--- src/hw/rtl/dttm_pkg.sv ---
// Package for the decimal text threshold mask: constants, character codes and parse phase type.
`timescale 1ns / 1ps
package dttm_pkg;

  localparam int VALUES_PER_GROUP_DEF = 4;
  localparam int TOKEN_CAPACITY_DEF   = 31;
  localparam int MASK_BITS            = 4;
  localparam int BYTE_BITS            = 8;

  localparam logic [BYTE_BITS-1:0] CH_TAB   = 8'h09;
  localparam logic [BYTE_BITS-1:0] CH_LF    = 8'h0A;
  localparam logic [BYTE_BITS-1:0] CH_VT    = 8'h0B;
  localparam logic [BYTE_BITS-1:0] CH_FF    = 8'h0C;
  localparam logic [BYTE_BITS-1:0] CH_CR    = 8'h0D;
  localparam logic [BYTE_BITS-1:0] CH_SPACE = 8'h20;
  localparam logic [BYTE_BITS-1:0] CH_PLUS  = 8'h2B;
  localparam logic [BYTE_BITS-1:0] CH_MINUS = 8'h2D;
  localparam logic [BYTE_BITS-1:0] CH_POINT = 8'h2E;
  localparam logic [BYTE_BITS-1:0] CH_ZERO  = 8'h30;
  localparam logic [BYTE_BITS-1:0] CH_NINE  = 8'h39;

  localparam logic [3:0] DIGIT_SEVEN = 4'd7;

  typedef enum logic [5:0] {
    PH_LEAD       = 6'b000001,
    PH_SIGN       = 6'b000010,
    PH_INT        = 6'b000100,
    PH_FRAC_FIRST = 6'b001000,
    PH_FRAC_REST  = 6'b010000,
    PH_END        = 6'b100000
  } phase_t;

endpackage

--- src/hw/rtl/decimal_text_threshold_mask.sv ---
// Top level: parses text tokens as decimals; per group, masks values above 0.7 in magnitude.
// out_tvalid rises the cycle after the delimiter that completes a group; the mask is registered.
// Throughput: one byte per cycle; in_tready drops only while a mask waits and out_tready is low.
// Each byte updates the parse state registers directly; the mask sits in one output register.
// Reset: synchronous, active low; clears token state, value count, mask_acc_r and out_tvalid.
// No clearing pass after reset; bytes are taken in the first cycle after rst_n rises.
`timescale 1ns / 1ps
module decimal_text_threshold_mask
  import dttm_pkg::*;
#(
  parameter int VALUES_PER_GROUP = VALUES_PER_GROUP_DEF,
  parameter int TOKEN_CAPACITY   = TOKEN_CAPACITY_DEF
) (
  input  logic       clk,
  input  logic       rst_n,
  input  logic       in_tvalid,
  output logic       in_tready,
  input  logic [7:0] in_tdata,   // [7:0] rx_byte
  output logic       out_tvalid,
  input  logic       out_tready,
  output logic [7:0] out_tdata   // [3:0] led_mask, [7:4] zero
);

  localparam int TLW = $clog2(TOKEN_CAPACITY + 1);
  localparam int VCW = $clog2(VALUES_PER_GROUP) + 1;

  logic [TLW-1:0]       token_length_r, token_length_nxt;
  phase_t               phase_r, phase_nxt;
  logic                 int_nz_r, int_nz_nxt;
  logic [3:0]           frac_first_r, frac_first_nxt;
  logic                 frac_tail_r, frac_tail_nxt;
  logic [VCW-1:0]       value_count_r, value_count_nxt;
  logic [MASK_BITS-1:0] mask_acc_r, mask_acc_nxt;
  logic                 out_valid_r, out_valid_nxt;
  logic [MASK_BITS-1:0] out_mask_r, out_mask_nxt;

  logic                 in_xfer;
  logic                 is_delim;
  logic                 is_dig;
  logic [3:0]           dig;
  logic                 lead_ws;
  logic                 above;
  logic                 emit;
  logic [BYTE_BITS-1:0] c;

  assign c         = in_tdata;
  assign in_tready = !out_valid_r || out_tready;
  assign in_xfer   = in_tvalid && in_tready;
  assign is_delim  = (c == CH_SPACE) || (c == CH_LF);
  assign is_dig    = (c >= CH_ZERO) && (c <= CH_NINE);
  assign dig       = is_dig ? 4'(c - CH_ZERO) : 4'd0;
  assign lead_ws   = (c == CH_TAB) || (c == CH_VT) || (c == CH_FF) || (c == CH_CR);
  assign above     = int_nz_r || (frac_first_r > DIGIT_SEVEN) ||
                     ((frac_first_r == DIGIT_SEVEN) && frac_tail_r);

  always_comb begin
    token_length_nxt = token_length_r;
    phase_nxt        = phase_r;
    int_nz_nxt       = int_nz_r;
    frac_first_nxt   = frac_first_r;
    frac_tail_nxt    = frac_tail_r;
    value_count_nxt  = value_count_r;
    mask_acc_nxt     = mask_acc_r;
    emit             = 1'b0;

    if (in_xfer) begin
      if (!is_delim) begin
        if (int'(token_length_r) < TOKEN_CAPACITY) begin
          token_length_nxt = token_length_r + 1'b1;
          case (phase_r)
            PH_LEAD, PH_SIGN, PH_INT: begin
              if ((phase_r == PH_LEAD) && lead_ws) begin
                phase_nxt = PH_LEAD;
              end else if ((phase_r == PH_LEAD) && ((c == CH_PLUS) || (c == CH_MINUS))) begin
                phase_nxt = PH_SIGN;
              end else if (is_dig) begin
                if (dig != 4'd0) int_nz_nxt = 1'b1;
                phase_nxt = PH_INT;
              end else if (c == CH_POINT) begin
                phase_nxt = PH_FRAC_FIRST;
              end else begin
                phase_nxt = PH_END;
              end
            end
            PH_FRAC_FIRST: begin
              if (is_dig) begin
                frac_first_nxt = dig;
                phase_nxt      = PH_FRAC_REST;
              end else begin
                phase_nxt = PH_END;
              end
            end
            PH_FRAC_REST: begin
              if (is_dig) begin
                if (dig != 4'd0) frac_tail_nxt = 1'b1;
              end else begin
                phase_nxt = PH_END;
              end
            end
            default: begin
              phase_nxt = PH_END;
            end
          endcase
        end
      end else begin
        token_length_nxt = '0;
        phase_nxt        = PH_LEAD;
        int_nz_nxt       = 1'b0;
        frac_first_nxt   = 4'd0;
        frac_tail_nxt    = 1'b0;
        if (token_length_r != '0) begin
          for (int k = 0; k < MASK_BITS; k++) begin
            if ((int'(value_count_r) == k) && above) mask_acc_nxt[k] = 1'b1;
          end
          if (int'(value_count_r) + 1 >= VALUES_PER_GROUP) begin
            emit            = 1'b1;
            value_count_nxt = '0;
          end else begin
            value_count_nxt = value_count_r + 1'b1;
          end
        end
      end
    end
  end

  always_comb begin
    out_valid_nxt = out_valid_r;
    out_mask_nxt  = out_mask_r;
    if (out_valid_r && out_tready) out_valid_nxt = 1'b0;
    if (emit) begin
      out_valid_nxt = 1'b1;
      out_mask_nxt  = mask_acc_nxt;
    end
  end

  always_ff @(posedge clk) begin
    if (!rst_n) begin
      token_length_r <= '0;
      phase_r        <= PH_LEAD;
      int_nz_r       <= 1'b0;
      frac_first_r   <= 4'd0;
      frac_tail_r    <= 1'b0;
      value_count_r  <= '0;
      mask_acc_r     <= '0;
      out_valid_r    <= 1'b0;
    end else begin
      token_length_r <= token_length_nxt;
      phase_r        <= phase_nxt;
      int_nz_r       <= int_nz_nxt;
      frac_first_r   <= frac_first_nxt;
      frac_tail_r    <= frac_tail_nxt;
      value_count_r  <= value_count_nxt;
      mask_acc_r     <= emit ? '0 : mask_acc_nxt;
      out_valid_r    <= out_valid_nxt;
    end
  end

  always_ff @(posedge clk) begin
    out_mask_r <= out_mask_nxt;
  end

  assign out_tvalid = out_valid_r;
  assign out_tdata  = {{(8 - MASK_BITS){1'b0}}, out_mask_r};

  a_count_range: assert property (@(posedge clk) disable iff (!rst_n)
    int'(value_count_r) < VALUES_PER_GROUP)
    else $error("value count out of range");

  a_len_range: assert property (@(posedge clk) disable iff (!rst_n)
    int'(token_length_r) <= TOKEN_CAPACITY)
    else $error("token length beyond capacity");

  a_delim_clears: assert property (@(posedge clk) disable iff (!rst_n)
    (in_xfer && is_delim) |=> (token_length_r == '0 && phase_r == PH_LEAD))
    else $error("delimiter did not clear token state");

  a_emit_valid: assert property (@(posedge clk) disable iff (!rst_n)
    emit |=> (out_valid_r && value_count_r == '0 && mask_acc_r == '0))
    else $error("completed group not presented");

  a_stall_holds: assert property (@(posedge clk) disable iff (!rst_n)
    (out_valid_r && !out_tready) |=> !$past(in_xfer))
    else $error("byte taken while result stalled");

endmodule
--- config.mk ---
export PLATFORM = sky130hd
export DESIGN_NAME = decimal_text_threshold_mask
export DESIGN_NICKNAME = d
export VERILOG_FILES = /design/src/hw/rtl/dttm_pkg.sv /design/src/hw/rtl/decimal_text_threshold_mask.sv
export SDC_FILE = /design/constraint.sdc
export NUM_CORES = 1
export LEC_CHECK = 0
export ABC_AREA = 0
export BUFFER_PORTS_ARGS = -buffer_cell sky130_fd_sc_hd__buf_2
export CAP_MARGIN = 20
export CORE_ASPECT_RATIO = 0.7
export CORE_MARGIN = 1.5
export CORE_UTILIZATION = 60
export CTS_CLUSTER_DIAMETER = 50
export CTS_CLUSTER_SIZE = 16
export DETAILED_ROUTE_END_ITERATION = 10
export PLACE_DENSITY_LB_ADDON = 0.25
export REMOVE_ABC_BUFFERS = 1
export SETUP_SLACK_MARGIN = 0.15
export SYNTH_ARGS = -nofsm -noshare
export SYNTH_HDL_FRONTEND = slang
export SYNTH_SLANG_ARGS = --single-unit
export TNS_END_PERCENT = 50
--- constraint.sdc ---
create_clock -name clk -period 4.8 [get_ports clk]
set_clock_uncertainty 0.05 [all_clocks]
set_input_delay 0.96 -clock clk [delete_from_list [all_inputs] [get_ports clk]]
set_output_delay 0.96 -clock clk [all_outputs]
set_load 0.02 [all_outputs]
## After elaboration in Yosys (flattened, before gate mapping)

Cells that the tools add are included.
Widths: inputs -> output; s select.

| word-level totals | value |
|---|---|
| register bits after elaboration | 29 |
| latch bits | 0 |
| memory bits (writable) | 0 |
| bits in read-only memories | 0 |
| bits of input ports | 12 |
| output and inout port bits | 10 |
| logic and storage cells | 117 |
| memories | 0 |

| cells by class | value |
|---|---|
| $add $sub $neg | 4 |
| multiply operators | 0 |
| div/mod/pow operators | 0 |
| $lt $le $gt $ge | 5 |
| eq/ne operators | 21 |
| shift-type cells | 0 |
| mux-type cells | 40 |
| bitwise logic cells | 1 |
| reduce and logical (&&, ||, !) cells | 37 |

Operator list:

| kind | number |
|---|---|
| $mux 6 | 8 |
| $eq 8x4->1 const B | 5 |
| $eq 8x6->1 const B | 4 |
| $mux 4 | 8 |
| $mux 1 | 20 |
| $pmux 6 s3 | 1 |
| $reduce_bool 2->1 | 7 |
| $logic_and 1x1->1 | 10 |
| $mux 5 | 2 |
| $ge 8x6->1 const B | 1 |
| $le 8x6->1 const B | 1 |
| $logic_or 1x1->1 | 8 |
| $reduce_and 7->1 | 1 |
| $eq 3x3->1 const B | 2 |
| $eq 6x1->1 const B | 1 |
| $eq 6x2->1 const B | 1 |
| $eq 6x3->1 const B | 1 |
| $eq 6x4->1 const B | 1 |
| $eq 6x5->1 const B | 1 |
| $reduce_and 3->1 | 2 |
| $add 5x1->5 const B | 1 |
| $lt 5x5->1 const B | 1 |
| $reduce_and 5->1 | 1 |
| $reduce_bool 5->1 | 1 |
| 18 further kinds | 19 |

## Depth between registers and ports, before layout

| depth | value |
|---|---|
| depth in word-level cells | 11 |
| mapped depth | 8 |
| gate-level depth less buffers | 7 |

## Worst setup path before layout

OpenSTA, ideal clock, no wires.

| timing | value |
|---|---|
| path type | input to register |
| from | input port in_tdata[1] |
| to | register out_mask_r[3], data pin |
| library setup time | 0.256 ns |
| arrival | 2.047 ns |
| required time | 4.494 ns |
| slack | 2.447 ns |
| cell stages on the path | 6 |
| path buffers | 2 |
| cells stage by stage | buf_2 -> and3b_1 -> o211a_4 -> and2_4 -> buf_6 -> a31o_4 |

| between the ends | value |
|---|---|
| longest elaborated chain between the ends | 4 |
| elaborated cells on any way between the ends | 5 |
| classes of those cells | eq/ne: 2; mux: 2; reduce/logical: 1 |

Ends and longest elaborated chain:

| what | RTL line | text |
|---|---|---|
| start, declared | decimal_text_threshold_mask.sv:18 | `input logic [7:0] in_tdata,` |
| $eq 8x6->1 / $eq 8x4->1 (equally long branches) | decimal_text_threshold_mask.sv:49 | `assign is_delim = (c == CH_SPACE) \|\| (c == CH_LF);` |
| $logic_or 1x1->1 * | decimal_text_threshold_mask.sv:49 |  |
| $mux 4 * | decimal_text_threshold_mask.sv:67 | `if (!is_delim) begin` |
| $mux 4 * | decimal_text_threshold_mask.sv:66 | `if (in_xfer) begin` |
| named net mask_acc_nxt[3] | decimal_text_threshold_mask.sv:33 | `logic [MASK_BITS-1:0] mask_acc_r, mask_acc_nxt;` |
| end signal, assigned | decimal_text_threshold_mask.sv:159 | `out_mask_r <= out_mask_nxt;` |
| end, declared | decimal_text_threshold_mask.sv:35 | `logic [MASK_BITS-1:0] out_mask_r, out_mask_nxt;` |

The timed path passes the listed nets; every way through them passes the cells marked *.
A chain may end at the register's enable or synchronous reset.

## Worst setup path after layout

| timing | value |
|---|---|
| from | input port out_tready |
| to | output port in_tready |

| between the ends | value |
|---|---|
| longest elaborated chain between the ends | 1 |

Ends and longest elaborated chain:

| what | RTL line | text |
|---|---|---|
| start, declared | decimal_text_threshold_mask.sv:20 | `input logic out_tready,` |
| $logic_or 1x1->1 | decimal_text_threshold_mask.sv:47 | `assign in_tready = !out_valid_r \|\| out_tready;` |
| end, declared | decimal_text_threshold_mask.sv:17 | `output logic in_tready,` |

No other way between the ends.

==> out/results.txt <==
fmax: 0.3884 GHz
Die W: 65.78 um
Fin Hold WS: 0.4084 ns
IO Pins: 22
maximum VDD drop: 0.2057 mV
post-synthesis cell count: 184
GRT overflow: 0
Storage cell area: 620.6 um^2
area of the mapped netlist: 1655 um^2
clock-pin transition on the worst setup and hold timing paths: 0.07 ns
status: finished clean
synth unique cells: 50
Synth async-reset ratio: 0
Via density: 5.869
crit path kind: input pin to output port
CP required: 3.79 ns
Num CTS Buffers: 5
RSZ-0062 raised after global routing: no
Final Slew Violations: 0
WL/cell: 14.94 um
area of the multi-input gates: 938.4 um^2
Static Leak: 0.7453 nW
H-tree depth: 2
worst-skew pair later-pin latency: 0.29 ns
core area: 2534 um^2
syn_area_per_cell: 8.996 um^2
dpl hpwl: 2507 um
Post CTS Setup Buffer Count: 0
startpoint type of the worst setup path: input pin
Pwr Density: 277.5 nW/um^2
fin crit share: 0.5364
final-stage net count: 220
CTS max path bufs: 2
Final Non-Filler Cells: 236
Fin. Hold Viols: 0
flops & latches, synth: 29
synth top area cells: dfxtp_1 (30%), edfxtp_1 (7.3%), mux2i_1 (6.7%)
area delta synth->final: 9.826%
# DRC: 0
n_diodes: 0
Hold-fix buffers, CTS: 0
Die H: 46.95 um
dominant synthesized flop cell: dfxtp_1
Final ANT Viol Nets: 0
Post-synth EDFFs: 4
Total Power: 0.0005044 W
antenna violations before repair: 0
MaxCap Viol Count: 0
final setup fails: 0
Clock Sinks: 29
Vias: 1,385
largest net degree at the start of global routing: 27
CTS tree: done
Tightest Pin Transition: 0.4992 ns
CP Capture Type: output port
worst relative slew slack: 0.6586
vias in the first global route: 1,272
Synth Warn #: 0
register area share after synthesis: 0.3749
Initial Util: 0.6533
CP max FO: 4
# rows: 15
fin crit period: 2.575 ns
global-route wire length before repair: 5871 um
die area: 3088 um^2
Final Util: 0.7175
Routability Congestion: 0.8595
top cell type's share of synthesized area: 0.3023
post-cts sizing count: 0
drt first-iter violations: 85
drt pass-1 iters: 4
IO buf count: 17
Hold Path Class: register to register
post-synth top area cell: dfxtp_1
Fillers: 194
Placed Cells incl. Taps: 228
clock root buffer: clkbuf_8
Total Routing Usage GR: 0.2635
arrival time at the worst endpoint: 1.56 ns
final WL: 3526 um
total negative slack: 0 ns
share of layout cells above drive strength 1: 0.1980
-- kinds of logic after synthesis --
group	after synthesis	synth area share
adders and majority gates	7	0.05291
buffers and inverters	22	0.06500
DFF	29	0.3749
and+or+nand+nor	80	0.2593
AOI/OAI and AO/OA	29	0.1527
muxes	11	0.06652
other	1	0.002265
xor gates and xnor gates	5	0.02646
-- stage by stage --
| step | instance area [um^2] | setup slack (ns) |
|---|---|---|
| detailed placement | 1732 | 2.254 |
| finish | 1818 | 2.225 |
| CTS | 1818 | 2.227 |
| global route | 1818 | 2.172 |
| floorplan | 1604 | 2.493 |
| global placement | 1732 | 2.298 |
-- final cells by class --
type | instances | area share
flip-flops and latches | 29 | 0.3414
repair buffers | 17 | 0.04680
clock inverters | 3 | 0.009635
inverters | 12 | 0.02478
well taps | 34 | 0.02340
clock buffers | 5 | 0.03785
multi-input cells | 136 | 0.5162
-- worst paths after layout --
check,start,to,slack [ns],cells after the start
max,out_tready,in_tready,2.23,4
min,value_count_r[2]$_SDFFE_PN0P_,value_count_r[2]$_SDFFE_PN0P_,0.41,2
max reg2reg,token_length_r[0]$_SDFFE_PN0P_,out_mask_r[2]$_DFFE_PP_,2.82,6
min reg2reg,value_count_r[2]$_SDFFE_PN0P_,value_count_r[2]$_SDFFE_PN0P_,0.41,2
-- sequential cells by signal, indices dropped and copies added, names as in the netlist --
signal and count:
int_nz_r 1, mask_acc_r 4, out_mask_r 4, value_count_r 3
phase_r 6, token_length_r 5, frac_first_r 4, frac_tail_r 1
out_tvalid 1
-- worst max-delay path, stage by stage --
cell	delay, ns
buf_2	0.10
nor2b_1	0.25
inv_1	0.09
buf_2	0.17
-- placed cells by master, fill, tap and decap left out, types with 2 or more instances in the layout --
| master | count |
|---|---|
| a21o_1 | 3 |
| a21oi_1 | 3 |
| and4_1 | 2 |
| buf_2 | 17 |
| clkbuf_8 | 5 |
| clkinv_2 | 2 |
| conb_1 | 4 |
| dfxtp_1 | 25 |
| edfxtp_1 | 4 |
| ha_1 | 7 |
| inv_1 | 12 |
| mux2i_1 | 11 |
| nand2_1 | 19 |
| nand3_1 | 13 |
| nand4_1 | 2 |
| nor2_1 | 18 |
| nor2b_1 | 7 |
| nor3_1 | 5 |
| o211ai_1 | 3 |
| o21ai_0 | 5 |
| o21ba_2 | 2 |
| or3_1 | 2 |
| xnor2_1 | 2 |
| xor2_1 | 3 |
-- power by group --
part	total, W	switching, W	internal [W]
Sequential	0.000253	0.00000408	0.000249
Combinational	0.0000490	0.0000315	0.0000174
Clock	0.000203	0.000103	0.0000999
-- synthesized netlist by cell type, types with 2 or more instances --
| master | count |
|---|---|
| or3_1 | 2 |
| nand4_1 | 2 |
| o21ai_0 | 5 |
| o211ai_1 | 3 |
| a21oi_1 | 3 |
| and4_1 | 2 |
| inv_1 | 12 |
| nor3_1 | 5 |
| dfxtp_1 | 25 |
| buf_2 | 2 |
| nor2_1 | 18 |
| xor2_1 | 3 |
| xnor2_1 | 2 |
| ha_1 | 7 |
| nand2_1 | 19 |
| o21ba_2 | 2 |
| edfxtp_1 | 4 |
| clkbuf_1 | 3 |
| mux2i_1 | 11 |
| buf_4 | 4 |
| nand3_1 | 13 |
| a21o_1 | 3 |
| nor2b_1 | 7 |
-- layer usage --
layer	GRT usage	vias to the layer above	share of wire
met4	0.1250	0	0.018
met1	0.3309	655	0.47
li1	-	670	-
met5	0	-	0
met2	0.4465	53	0.45
met3	0.05755	7	0.061
No activity file was read; power rests on OpenSTA's default activity.
